[config.mk]
export PLATFORM = sky130hd
export DESIGN_NAME = single_wire_sensor_frame_receiver
export DESIGN_NICKNAME = d
export VERILOG_FILES = /design/src/sv/swsr_pkg.sv /design/src/sv/swsr_front.sv /design/src/sv/swsr_queue.sv /design/src/sv/swsr_back.sv /design/src/sv/single_wire_sensor_frame_receiver.sv
export SDC_FILE = /design/constraint.sdc
export NUM_CORES = 1
export LEC_CHECK = 0
export ABC_AREA = 1
export ABC_CLOCK_PERIOD_IN_PS = 7400
export BUFFER_PORTS_ARGS = -buffer_cell sky130_fd_sc_hd__buf_2
export CORE_ASPECT_RATIO = 1.25
export CORE_MARGIN = 4
export CORE_UTILIZATION = 53
export DETAILED_ROUTE_END_ITERATION = 10
export PLACE_DENSITY = 0.75
export SETUP_SLACK_MARGIN = 0.2
export SYNTH_ARGS = -nofsm -noshare
export SYNTH_HDL_FRONTEND = slang
export SYNTH_SLANG_ARGS = --single-unit
export TNS_END_PERCENT = 1
[constraint.sdc]
create_clock -name clk -period 7.4 [get_ports clk]
set_clock_uncertainty 0.2 [all_clocks]
set_input_delay 2.22 -clock clk [delete_from_list [all_inputs] [get_ports clk]]
set_output_delay 2.22 -clock clk [all_outputs]
set_load 0.02 [all_outputs]
[src/sv/swsr_pkg.sv]
// Shared types and constants of the single-wire sensor frame receiver.
package swsr_pkg;

	localparam int unsigned FIELD_W     = 16;
	localparam int unsigned CFG_INDEX_W = 3;
	localparam int unsigned FRAME_BITS  = 40;
	localparam int unsigned BIT_CNT_W   = 6;
	localparam int unsigned QUEUE_DEPTH = 2;
	localparam int unsigned QPTR_W      = 1;
	localparam int unsigned QCNT_W      = 2;

	// Reset values of the timing windows, in microseconds.
	localparam logic [FIELD_W-1:0] RESP_MIN_RST     = 16'd65;
	localparam logic [FIELD_W-1:0] RESP_MAX_RST     = 16'd100;
	localparam logic [FIELD_W-1:0] BIT_LOW_MIN_RST  = 16'd30;
	localparam logic [FIELD_W-1:0] BIT_LOW_MAX_RST  = 16'd70;
	localparam logic [FIELD_W-1:0] ZERO_HI_MIN_RST  = 16'd10;
	localparam logic [FIELD_W-1:0] ZERO_HI_MAX_RST  = 16'd50;
	localparam logic [FIELD_W-1:0] ONE_HI_MIN_RST   = 16'd50;
	localparam logic [FIELD_W-1:0] ONE_HI_MAX_RST   = 16'd100;

	typedef enum logic [CFG_INDEX_W-1:0] {
		REG_RESP_MIN    = 3'd0,
		REG_RESP_MAX    = 3'd1,
		REG_BIT_LOW_MIN = 3'd2,
		REG_BIT_LOW_MAX = 3'd3,
		REG_ZERO_HI_MIN = 3'd4,
		REG_ZERO_HI_MAX = 3'd5,
		REG_ONE_HI_MIN  = 3'd6,
		REG_ONE_HI_MAX  = 3'd7
	} cfg_reg_t;

	typedef enum logic [1:0] {
		ST_OK          = 2'd0,
		ST_NO_RESPONSE = 2'd1,
		ST_BAD_BIT     = 2'd2,
		ST_CHECKSUM    = 2'd3
	} status_t;

	// What the front end decided about one pulse pair.
	typedef enum logic [2:0] {
		K_START_OK  = 3'd0,
		K_START_BAD = 3'd1,
		K_BIT_ZERO  = 3'd2,
		K_BIT_ONE   = 3'd3,
		K_BIT_BAD   = 3'd4
	} kind_t;

endpackage

[src/sv/swsr_front.sv]
// Front end: window registers and classification of each pulse pair.
module swsr_front #(
	parameter int unsigned DURATION_WIDTH = 16
) (
	input  logic                                clk,
	input  logic                                arst_n,
	input  logic                                cfg_we,
	input  logic [swsr_pkg::CFG_INDEX_W-1:0]    cfg_index,
	input  logic [swsr_pkg::FIELD_W-1:0]        cfg_data,
	input  logic                                frame_start,
	input  logic [swsr_pkg::FIELD_W-1:0]        first_level_us,
	input  logic [swsr_pkg::FIELD_W-1:0]        second_level_us,
	input  logic                                timed_out,
	output swsr_pkg::kind_t                     kind
);
	import swsr_pkg::*;

	// Durations compare on their low DURATION_WIDTH bits, never more than the field.
	localparam int unsigned CMP_W = (DURATION_WIDTH < FIELD_W) ? DURATION_WIDTH : FIELD_W;

	logic [CMP_W-1:0] resp_min_q, resp_max_q;
	logic [CMP_W-1:0] low_min_q, low_max_q;
	logic [CMP_W-1:0] zero_min_q, zero_max_q;
	logic [CMP_W-1:0] one_min_q, one_max_q;

	logic [CMP_W-1:0] first_d, second_d, wr_d;
	logic             resp_ok, low_ok, zero_ok, one_ok;

	assign first_d  = first_level_us[CMP_W-1:0];
	assign second_d = second_level_us[CMP_W-1:0];
	assign wr_d     = cfg_data[CMP_W-1:0];

	always_ff @(posedge clk or negedge arst_n) begin
		if (!arst_n) begin
			resp_min_q <= RESP_MIN_RST[CMP_W-1:0];
			resp_max_q <= RESP_MAX_RST[CMP_W-1:0];
			low_min_q  <= BIT_LOW_MIN_RST[CMP_W-1:0];
			low_max_q  <= BIT_LOW_MAX_RST[CMP_W-1:0];
			zero_min_q <= ZERO_HI_MIN_RST[CMP_W-1:0];
			zero_max_q <= ZERO_HI_MAX_RST[CMP_W-1:0];
			one_min_q  <= ONE_HI_MIN_RST[CMP_W-1:0];
			one_max_q  <= ONE_HI_MAX_RST[CMP_W-1:0];
		end else if (cfg_we) begin
			unique case (cfg_reg_t'(cfg_index))
				REG_RESP_MIN:    resp_min_q <= wr_d;
				REG_RESP_MAX:    resp_max_q <= wr_d;
				REG_BIT_LOW_MIN: low_min_q  <= wr_d;
				REG_BIT_LOW_MAX: low_max_q  <= wr_d;
				REG_ZERO_HI_MIN: zero_min_q <= wr_d;
				REG_ZERO_HI_MAX: zero_max_q <= wr_d;
				REG_ONE_HI_MIN:  one_min_q  <= wr_d;
				REG_ONE_HI_MAX:  one_max_q  <= wr_d;
				default:         resp_min_q <= resp_min_q;
			endcase
		end
	end

	// Inclusive windows; an inverted window simply never matches.
	assign resp_ok = !timed_out
		&& (first_d >= resp_min_q) && (first_d <= resp_max_q)
		&& (second_d >= resp_min_q) && (second_d <= resp_max_q);
	assign low_ok  = !timed_out && (first_d >= low_min_q) && (first_d <= low_max_q);
	assign zero_ok = (second_d >= zero_min_q) && (second_d <= zero_max_q);
	assign one_ok  = (second_d >= one_min_q) && (second_d <= one_max_q);

	// The zero window wins where the two overlap.
	always_comb begin
		priority if (frame_start && resp_ok)  kind = K_START_OK;
		else if (frame_start)                 kind = K_START_BAD;
		else if (low_ok && zero_ok)           kind = K_BIT_ZERO;
		else if (low_ok && one_ok)            kind = K_BIT_ONE;
		else                                  kind = K_BIT_BAD;
	end

endmodule

[src/sv/swsr_queue.sv]
// Two-entry queue of classified pairs between front end and frame assembler.
module swsr_queue (
	input  logic            clk,
	input  logic            arst_n,
	input  logic            push,
	input  swsr_pkg::kind_t push_kind,
	input  logic            pop,
	output logic            full,
	output logic            not_empty,
	output swsr_pkg::kind_t head_kind
);
	import swsr_pkg::*;

	kind_t              mem_q [QUEUE_DEPTH];
	logic [QPTR_W-1:0]  wr_ptr_q, rd_ptr_q;
	logic [QCNT_W-1:0]  count_q;
	logic               do_push, do_pop;

	assign full      = (count_q == QCNT_W'(QUEUE_DEPTH));
	assign not_empty = (count_q != '0);
	assign do_push   = push && !full;
	assign do_pop    = pop && not_empty;
	assign head_kind = mem_q[rd_ptr_q];

	always_ff @(posedge clk) begin
		if (do_push) begin
			mem_q[wr_ptr_q] <= push_kind;
		end
	end

	always_ff @(posedge clk or negedge arst_n) begin
		if (!arst_n) begin
			wr_ptr_q <= '0;
			rd_ptr_q <= '0;
			count_q  <= '0;
		end else begin
			if (do_push) wr_ptr_q <= wr_ptr_q + 1'b1;
			if (do_pop)  rd_ptr_q <= rd_ptr_q + 1'b1;
			unique case ({do_push, do_pop})
				2'b10:   count_q <= count_q + 1'b1;
				2'b01:   count_q <= count_q - 1'b1;
				default: count_q <= count_q;
			endcase
		end
	end

`ifndef NO_ASSERTIONS
	a_count_bound: assert property (@(posedge clk) disable iff (!arst_n)
		count_q <= QCNT_W'(QUEUE_DEPTH))
		else $error("queue count above depth");
	a_pop_moves: assert property (@(posedge clk) disable iff (!arst_n)
		(do_pop && !do_push) |=> (count_q == $past(count_q) - 1'b1))
		else $error("queue pop did not lower the count");
	a_push_full: assert property (@(posedge clk) disable iff (!arst_n)
		(full && !do_pop) |=> full)
		else $error("full queue drained without a pop");
`endif

endmodule

[src/sv/swsr_back.sv]
// Back end: frame assembly, checksum test and the result register.
module swsr_back (
	input  logic                          clk,
	input  logic                          arst_n,
	input  logic                          q_valid,
	input  swsr_pkg::kind_t               q_kind,
	output logic                          q_pop,
	output logic                          out_valid,
	input  logic                          out_stall,
	output logic [1:0]                    status,
	output logic [swsr_pkg::FIELD_W-1:0]  humidity_raw,
	output logic [swsr_pkg::FIELD_W-1:0]  temperature_raw
);
	import swsr_pkg::*;

	logic                   in_frame_q, in_frame_d;
	logic [BIT_CNT_W-1:0]   bits_q, bits_d;
	logic [FRAME_BITS-1:0]  shift_q, shift_d, shift_next;
	logic                   bad_q, bad_d;

	logic                   out_valid_q;
	status_t                status_q;
	logic [FIELD_W-1:0]     hum_q, temp_q;

	logic                   res_fire;
	status_t                res_status;
	logic [FIELD_W-1:0]     res_hum, res_temp;
	logic                   bit_val, bit_bad, last_bit;
	logic [7:0]             sum;

	// A queued pair moves on whenever the result register can take a result.
	assign q_pop = q_valid && (!out_valid_q || !out_stall);

	assign bit_val    = (q_kind == K_BIT_ONE);
	assign bit_bad    = (q_kind == K_BIT_BAD);
	assign shift_next = {shift_q[FRAME_BITS-2:0], bit_val};
	assign last_bit   = (bits_q == BIT_CNT_W'(FRAME_BITS - 1));
	assign sum        = shift_next[39:32] + shift_next[31:24]
	                  + shift_next[23:16] + shift_next[15:8];

	always_comb begin
		in_frame_d = in_frame_q;
		bits_d     = bits_q;
		shift_d    = shift_q;
		bad_d      = bad_q;
		res_fire   = 1'b0;
		res_status = ST_OK;
		res_hum    = '0;
		res_temp   = '0;
		if (q_pop) begin
			unique case (q_kind)
				K_START_OK, K_START_BAD: begin
					in_frame_d = (q_kind == K_START_OK);
					bits_d     = '0;
					shift_d    = '0;
					bad_d      = 1'b0;
					if (q_kind == K_START_BAD) begin
						res_fire   = 1'b1;
						res_status = ST_NO_RESPONSE;
					end
				end
				K_BIT_ZERO, K_BIT_ONE, K_BIT_BAD: begin
					if (in_frame_q) begin
						shift_d = shift_next;
						bad_d   = bad_q || bit_bad;
						bits_d  = bits_q + 1'b1;
						if (last_bit) begin
							in_frame_d = 1'b0;
							bits_d     = '0;
							res_fire   = 1'b1;
							priority if (bad_q || bit_bad) begin
								res_status = ST_BAD_BIT;
							end else if (sum != shift_next[7:0]) begin
								res_status = ST_CHECKSUM;
							end else begin
								res_status = ST_OK;
								res_hum    = shift_next[39:24];
								res_temp   = shift_next[23:8];
							end
						end
					end
				end
				default: begin
					in_frame_d = in_frame_q;
				end
			endcase
		end
	end

	always_ff @(posedge clk or negedge arst_n) begin
		if (!arst_n) begin
			in_frame_q  <= 1'b0;
			bits_q      <= '0;
			shift_q     <= '0;
			bad_q       <= 1'b0;
			out_valid_q <= 1'b0;
		end else begin
			in_frame_q <= in_frame_d;
			bits_q     <= bits_d;
			shift_q    <= shift_d;
			bad_q      <= bad_d;
			if (res_fire) begin
				out_valid_q <= 1'b1;
			end else if (!out_stall) begin
				out_valid_q <= 1'b0;
			end
		end
	end

	always_ff @(posedge clk) begin
		if (res_fire) begin
			status_q <= res_status;
			hum_q    <= res_hum;
			temp_q   <= res_temp;
		end
	end

	assign out_valid       = out_valid_q;
	assign status          = status_q;
	assign humidity_raw    = hum_q;
	assign temperature_raw = temp_q;

`ifndef NO_ASSERTIONS
	a_bits_bound: assert property (@(posedge clk) disable iff (!arst_n)
		bits_q < BIT_CNT_W'(FRAME_BITS))
		else $error("bit count ran past the frame length");
	a_idle_count: assert property (@(posedge clk) disable iff (!arst_n)
		!in_frame_q |-> (bits_q == '0))
		else $error("bit count nonzero outside a frame");
	a_err_zero: assert property (@(posedge clk) disable iff (!arst_n)
		(out_valid_q && status_q != ST_OK) |-> (hum_q == '0 && temp_q == '0))
		else $error("error result carries data");
`endif

endmodule

[src/sv/single_wire_sensor_frame_receiver.sv]
// Top level of the single-wire sensor frame receiver.
//
//  Chan  Dir     Handshake              Payload
//  in    sink    in_valid / in_stall    frame_start, first_level_us, second_level_us, timed_out
//  out   source  out_valid / out_stall  status, humidity_raw, temperature_raw
//  cfg   sink    cfg_we                 cfg_index, cfg_data
//
// One pulse pair is taken every cycle while in_stall is low. A transferred pair is written into
// the queue; the frame assembler takes it from the queue head and loads any result into the
// output register as it does so, and the result is transferred from that register.
// The rate of one pair per cycle, while no stall holds it, comes from the queue handing one pair
// per cycle to the assembler, which finishes each pair as it takes it.
// Reset clears the frame state and the queue and loads the default timing windows.
// An output stall holds the result; the queue keeps taking pairs until it is full,
// and only then is in_stall raised.
module single_wire_sensor_frame_receiver #(
	parameter int unsigned DURATION_WIDTH = 16
) (
	input  logic                                clk,
	input  logic                                arst_n,
	input  logic                                cfg_we,
	input  logic [swsr_pkg::CFG_INDEX_W-1:0]    cfg_index,
	input  logic [swsr_pkg::FIELD_W-1:0]        cfg_data,
	input  logic                                in_valid,
	output logic                                in_stall,
	input  logic                                frame_start,
	input  logic [swsr_pkg::FIELD_W-1:0]        first_level_us,
	input  logic [swsr_pkg::FIELD_W-1:0]        second_level_us,
	input  logic                                timed_out,
	output logic                                out_valid,
	input  logic                                out_stall,
	output logic [1:0]                          status,
	output logic [swsr_pkg::FIELD_W-1:0]        humidity_raw,
	output logic [swsr_pkg::FIELD_W-1:0]        temperature_raw
);
	import swsr_pkg::*;

	kind_t front_kind, head_kind;
	logic  q_full, q_not_empty, q_pop;

	// The front end classifies each pair against the windows as it arrives.
	swsr_front #(
		.DURATION_WIDTH(DURATION_WIDTH)
	) u_front (
		.clk             (clk),
		.arst_n          (arst_n),
		.cfg_we          (cfg_we),
		.cfg_index       (cfg_index),
		.cfg_data        (cfg_data),
		.frame_start     (frame_start),
		.first_level_us  (first_level_us),
		.second_level_us (second_level_us),
		.timed_out       (timed_out),
		.kind            (front_kind)
	);

	// A transfer pushes the classified pair; the stall is just the queue being full.
	assign in_stall = q_full;

	swsr_queue u_queue (
		.clk       (clk),
		.arst_n    (arst_n),
		.push      (in_valid),
		.push_kind (front_kind),
		.pop       (q_pop),
		.full      (q_full),
		.not_empty (q_not_empty),
		.head_kind (head_kind)
	);

	// The back end builds the 40-bit frame and issues at most one result per pair.
	swsr_back u_back (
		.clk             (clk),
		.arst_n          (arst_n),
		.q_valid         (q_not_empty),
		.q_kind          (head_kind),
		.q_pop           (q_pop),
		.out_valid       (out_valid),
		.out_stall       (out_stall),
		.status          (status),
		.humidity_raw    (humidity_raw),
		.temperature_raw (temperature_raw)
	);

endmodule

# --- Yosys cells after proc, flatten, opt, wreduce, memory -nomap -nowiden ---
# Memories as Yosys holds them, arrays and structs flattened.
# Index checks and enable logic that the tools add are counted.
totals:
  elab_cells: 128
  in_bits: 58
  mem_bits_rw: 6
  regBits: 214
  n_memories: 1
classes:
  reduce_logical: 38
  addsub: 8
  mux: 30
  magnitude_cmp: 10
  bitwise: 4
  n_eq_ne: 18
mem_list:
  columns: ["memory", "depth", "word_bits", "rd", "rd_clocked_by_memory_dff", "write_ports", "line", "source"]
  rows:
  - ["u_queue.mem_q", 2, 3, 1, 0, 1, "swsr_queue.sv:14", "kind_t mem_q [QUEUE_DEPTH];"]
op_table:
  columns: ["op", "n"]
  rows:
  - [">= comparator 16 bit", 5]
  - ["<= comparator 16 bit", 5]
  - ["case mux 39 bit (2 select lines)", 1]
  - ["two-way mux 39 bit", 1]
  - ["adder 8 bit", 3]
  - ["AND reduction 2 bit", 9]
  - ["equality test 3 bit, second input constant", 5]
  - ["logical AND 1 bit", 14]
  - ["equality test 3 x 2 -> 1 bit, second input constant", 4]
  - ["two-way mux 1 bit", 12]
  - ["two-way mux 3 bit", 4]
  - ["two-way mux 6 bit", 2]
  - ["case mux 6 bit (2 select lines)", 1]
  - ["two-way mux 2 bit", 4]
  - ["inequality test 8 bit", 1]
  - ["case mux 2 bit (2 select lines)", 2]
  - ["adder 6 x 1 -> 6 bit, second input constant", 1]
  - ["equality test 3 x 1 -> 1 bit, second input constant", 2]
  - ["equality test 6 bit, second input constant", 1]
  - ["logical NOT 3 bit", 2]
  - ["case mux 1 bit (2 select lines)", 3]
  - ["nonzero test 2 bit", 3]
  - ["OR reduction 6 bit", 1]
  - ["equality test 2 bit, second input constant", 2]
  - ["other kinds (11)", 20]

# --- Depth between registers and ports, before layout ---
logic_depth:
  word_depth: 9
  ltp_mapped: 19
  ltp_nobuf: 19

# --- By module ---
# A second synthesis with hierarchy kept.
hier_totals:
  cells_unflattened: 1583
  area_unflattened_um2: 13332.8
by_module_without_submodules:
  columns: ["module", "cells_each", "area_each_um2", "instances", "seq_area_each_um2"]
  rows:
  - ["swsr_front", 1107, 8720.9, 1, 3231.8]
  - ["swsr_back", 429, 4166.5, 1, 2222.1]
  - ["swsr_queue", 47, 445.4, 1, 280.3]

# --- Worst setup path after synthesis ---
# OpenSTA, ideal clock, no wires.
synth_path:
  path_type: "input to register"
  from: "in out_stall"
  to: "reg u_back.hum_q[0], in the netlist u_back.humidity_raw[0], enable pin"
  setup_slack_ns: 3.228
  setup_time_ns: 0.392
  path_stages: 5
  n_path_buf: 0
  arrival_ns: 3.581
  path_cell_list: "nand2_1 -> o21ai_0 -> a21oi_4 -> nand3_1 -> nand2_1"
synth_via:
  elab_chain_cells: 4
synth_rtl:
  columns: ["element", "line", "source"]
  rows:
  - ["start, declared", "single_wire_sensor_frame_receiver.sv:31", "input logic out_stall,"]
  - ["logical NOT 1 bit", "swsr_back.sv:32", "assign q_pop = q_valid && (!out_valid_q || !out_stall);"]
  - ["logical OR 1 bit", "swsr_back.sv:32", null]
  - ["logical AND 1 bit", "swsr_back.sv:32", null]
  - ["two-way mux 1 bit", "swsr_back.sv:50", "if (q_pop) begin"]
  - ["via u_back.res_fire", "swsr_back.sv:25", "logic res_fire;"]
  - ["end signal, assigned", "swsr_back.sv:113", "hum_q <= res_hum;"]
  - ["end, declared", "swsr_back.sv:23", "logic [FIELD_W-1:0] hum_q, temp_q;"]
# The timed path passes the listed nets, and every way through them passes these cells.
# A chain may end at the register's enable or synchronous reset.

# --- Final worst setup path ---
layout_path:
  from: "reg u_back.shift_q[8]"
  to: "reg u_back.hum_q[15], in the netlist u_back.humidity_raw[15], data pin"
layout_via:
  elab_chain_cells: 3
layout_rtl:
  columns: ["element", "line", "source"]
  rows:
  - ["start, declared", "swsr_back.sv:18", "logic [FRAME_BITS-1:0] shift_q, shift_d, shift_next;"]
  - ["start signal, assigned", "swsr_back.sv:100", "shift_q <= shift_d;"]
  - ["adder 8 bit", "swsr_back.sv:39", "+ shift_next[23:16] + shift_next[15:8];"]
  - ["inequality test 8 bit", "swsr_back.sv:73", "end else if (sum != shift_next[7:0]) begin"]
  - ["OR reduction 6 bit (no line)", null, null]
# No other way between the ends.

==> impl_metrics.env <==
export IMPL_fin_nets=1897
export IMPL_die_h_microns=185
export IMPL_routed_wl_mm=28.9
export IMPL_grt_usage_pct=21.4
export IMPL_tightest_slew_ps=1150
export IMPL_grt_pass1_vias=10500
export IMPL_use_met1_pct=25.9
export IMPL_yosys_register_bits=220
export IMPL_min_period_ps=4420
export IMPL_fill_cells=2165
export IMPL_multi_input_area_sq_um=6370
export IMPL_setup_viol=0
export IMPL_antenna_found_initial=2
export IMPL_max_cap_violations=0
export IMPL_grt_max_degree=84
export IMPL_cts_made_buffers=24
export IMPL_ioPinCount=94
export IMPL_crit_type="flip-flop to flip-flop"
export IMPL_layout_common_cells="nand2_1 (356), inv_1 (262), o21ai_0 (188), ha_1 (169), dfrtp_1 (157)"
export IMPL_ys_warn_count=0
export IMPL_ys_seq_area_share_pct=43.2
export IMPL_hold_viol=0
export IMPL_ys_types=40
export IMPL_fp_row_count=64
export IMPL_max_freq_mhz=226
export IMPL_final_antenna_net_count=0
export IMPL_period_share_pct=59.8
export IMPL_synth_top_family_by_area="simple AND/OR/NAND/NOR gates"
export IMPL_placed_area_sq_um=14000
export IMPL_grt_overflow=0
export IMPL_viasPerCell=5.22
export IMPL_synth_area_sq_um=13300
export IMPL_power_total_mw=4.01
export IMPL_ctsLongestPathBuffers=3
export IMPL_grt_pass1_wl_mm=48.4
export IMPL_finalInstanceArea_sq_um=14800
export IMPL_dieArea_sq_um=27700
export IMPL_muxShareOfSynthArea_pct=0
export IMPL_synthXorXnorAreaFrac_pct=0.594
export IMPL_finalSetupTns_ps=0
export IMPL_syn_to_final_growth_pct=11.4
export IMPL_hpwl_mm=21.7
export IMPL_required_ps=7540
export IMPL_grt_most_used_layer="met2"
export IMPL_initialDrtViolationCount=431
export IMPL_use_met3_pct=2.59
export IMPL_slew_headroom_pct=23.3
export IMPL_syn_nets=1813
export IMPL_die_w_microns=150
export IMPL_core_area_sq_um=24600
export IMPL_synth_compound_area_share_pct=11.1
export IMPL_gp_congestion=0.872
export IMPL_synthSimpleGateAreaFrac_pct=18.2
export IMPL_crit_path_start_kind="flip-flop"
export IMPL_post_cts_resized=0
export IMPL_cts_hold_buf=0
export IMPL_globalRouteMet2Util_pct=39.2
export IMPL_status="completed"
export IMPL_dr_pass1_iters=7
export IMPL_postCtsSetupBuffers=0
export IMPL_initial_core_util_pct=54.0
export IMPL_syn_area_per_cell_sq_um=8.45
export IMPL_routedWlPerCell_microns=14.4
export IMPL_min_path_type="flip-flop to flip-flop"
export IMPL_cp_arrival_ps=4560
export IMPL_p_per_area_nw_per_um2=271
export IMPL_seqCellArea_sq_um=5730
export IMPL_clk_latency_ps=520
export IMPL_clock_sinks=220
export IMPL_cp_max_fo=32
export IMPL_cts_tree="done"
export IMPL_final_common_cell="nand2_1"
export IMPL_io_buffers=93
export IMPL_netlist_instances=1572
export IMPL_rsz0062_at_grt="false"
export IMPL_synth_fa_ha_area_share_pct=18.0
export IMPL_end_kind="flip-flop"
export IMPL_root_buffer="clkbuf_16"
export IMPL_cts_clk_slew_worst_paths_ps=60
export IMPL_p_leak_nw=7.46
export IMPL_drcViolationCount=0
export IMPL_irDropWorstVdd_mv=0.214
export IMPL_cts_htree_levels=1
export IMPL_num_vias=10500
export IMPL_final_max_slew_viol_count=0
export IMPL_drive_gt1_share_pct=12.1
[cell usage after synthesis]
cell / number / area share [%]
o21a_1: 3 / 0.17
clkbuf_1: 31 / 0.88
nor2_2: 29 / 1.4
nor3_2: 1 / 0.075
nand3_2: 1 / 0.075
inv_2: 3 / 0.085
a21boi_0: 1 / 0.057
dfstp_2: 23 / 4.6
nand2_1: 356 / 10
nand3b_1: 3 / 0.17
or2_2: 1 / 0.047
nor4_1: 2 / 0.094
o21bai_1: 2 / 0.11
o21ai_0: 188 / 7.1
a21o_1: 6 / 0.34
xor2_1: 6 / 0.40
a21oi_1: 76 / 2.9
nand4_1: 10 / 0.47
buf_6: 3 / 0.25
o21ai_1: 3 / 0.11
buf_2: 4 / 0.15
nor3b_2: 1 / 0.094
fa_1: 14 / 2.1
nor3_1: 8 / 0.30
xnor2_1: 3 / 0.20
nand3_1: 80 / 3.0
nor2_4: 1 / 0.085
o22ai_1: 1 / 0.047
and3_1: 1 / 0.047
o31ai_1: 2 / 0.11
inv_1: 262 / 7.4
ha_1: 169 / 16
nor2_1: 71 / 2.0
nor3b_1: 1 / 0.057
dfrtp_1: 157 / 30
buf_4: 2 / 0.11
edfxtp_1: 40 / 9.0
a21oi_4: 1 / 0.12
nand2_2: 5 / 0.24
o21ai_2: 1 / 0.066
[layout make-up]
cell class	count	share of cell area (%)
repair buffers	98	3.44
clock buffers	34	4.66
well taps	330	2.79
multi-input cells	1047	43.1
flip-flops and latches	220	38.8
clock inverters	10	0.516
inverters	265	6.72
diodes	3	0.0507
[cells by family (layout without fill, tap and decap cells)]
family,after synthesis,count (layout)
and+or+nand+nor,571,571
adders and majority gates,183,183
AOI/OAI and AO/OA,284,284
other,0,3
xor gates and xnor gates,9,9
buffers and inverters,305,407
DFF,220,220
[state kept, by name, indices dropped and copies added, names as in the netlist]
signal	count
u_back.shift_q	39
u_back.humidity_raw	16
u_back.temperature_raw	16
u_front.low_max_q	16
u_front.low_min_q	16
u_front.one_max_q	16
u_front.one_min_q	16
u_front.resp_max_q	16
u_front.resp_min_q	16
u_front.zero_max_q	16
u_front.zero_min_q	16
u_back.bits_q	6
u_queue.mem_q	6
u_back.status	2
u_queue.count_q	2
u_back.bad_q	1
u_back.in_frame_q	1
u_back.out_valid	1
u_queue.rd_ptr_q	1
u_queue.wr_ptr_q	1
[path summary, 6_finish.rpt]
check | from | endpoint | slack, ps | cells after the start
min in group asynchronous | arst_n | u_back.shift_q[15]$_DFFE_PN0P_ | 1520 | 1
setup reg to reg | u_back.shift_q[8]$_DFFE_PN0P_ | u_back.humidity_raw[15]$_SDFFCE_PP0P_ | 2980 | 17
max in group asynchronous | arst_n | u_front.low_min_q[15]$_DFFE_PN0P_ | 4080 | 2
hold reg to reg | u_front.low_max_q[4]$_DFFE_PN0P_ | u_front.low_max_q[4]$_DFFE_PN0P_ | 280 | 2
hold / removal | u_front.low_max_q[4]$_DFFE_PN0P_ | u_front.low_max_q[4]$_DFFE_PN0P_ | 280 | 2
setup / recovery | u_back.shift_q[8]$_DFFE_PN0P_ | u_back.humidity_raw[15]$_SDFFCE_PP0P_ | 2980 | 17
[critical path, stage by stage (launching register included)]
cell and delay (ps):
dfrtp_1 410, fa_1 550, inv_1 50, fa_1 490
inv_1 40, ha_1 230, fa_1 420, inv_1 90
nand2_1 70, nand3_1 70, nand2_1 60, nor2_1 80
nand3_1 70, nor2_1 80, nand2_1 50, nor2_1 170
nand3_2 740, nor2_1 330
[per-layer routing]
layer | wire, microns | up-vias | share of wire [%]
li1 | - | 5246 | -
met1 | 12000 | 4921 | 41
met2 | 14700 | 235 | 51
met3 | 1350 | 67 | 4.7
met4 | 903 | 0 | 3.1
met5 | 0 | - | 0
[power breakdown]
part,switching [mW],internal [mW]
logic,0.839,0.411
clock network,0.489,0.682
registers,0.108,1.48
[metrics by stage]
step                      instances  setup slack, ps  util, %  hold slack, ps
final                          2007             2980     60.2             283
after global routing           2006             2600     60.2             303
after CTS                      2004             2950     60.1             287
after detailed placement       1960             2720     57.0             273
after global placement         1960             2840     57.0             266
after floorplan                1572             3230        -             253
No activity file was read; power rests on OpenSTA's default activity.
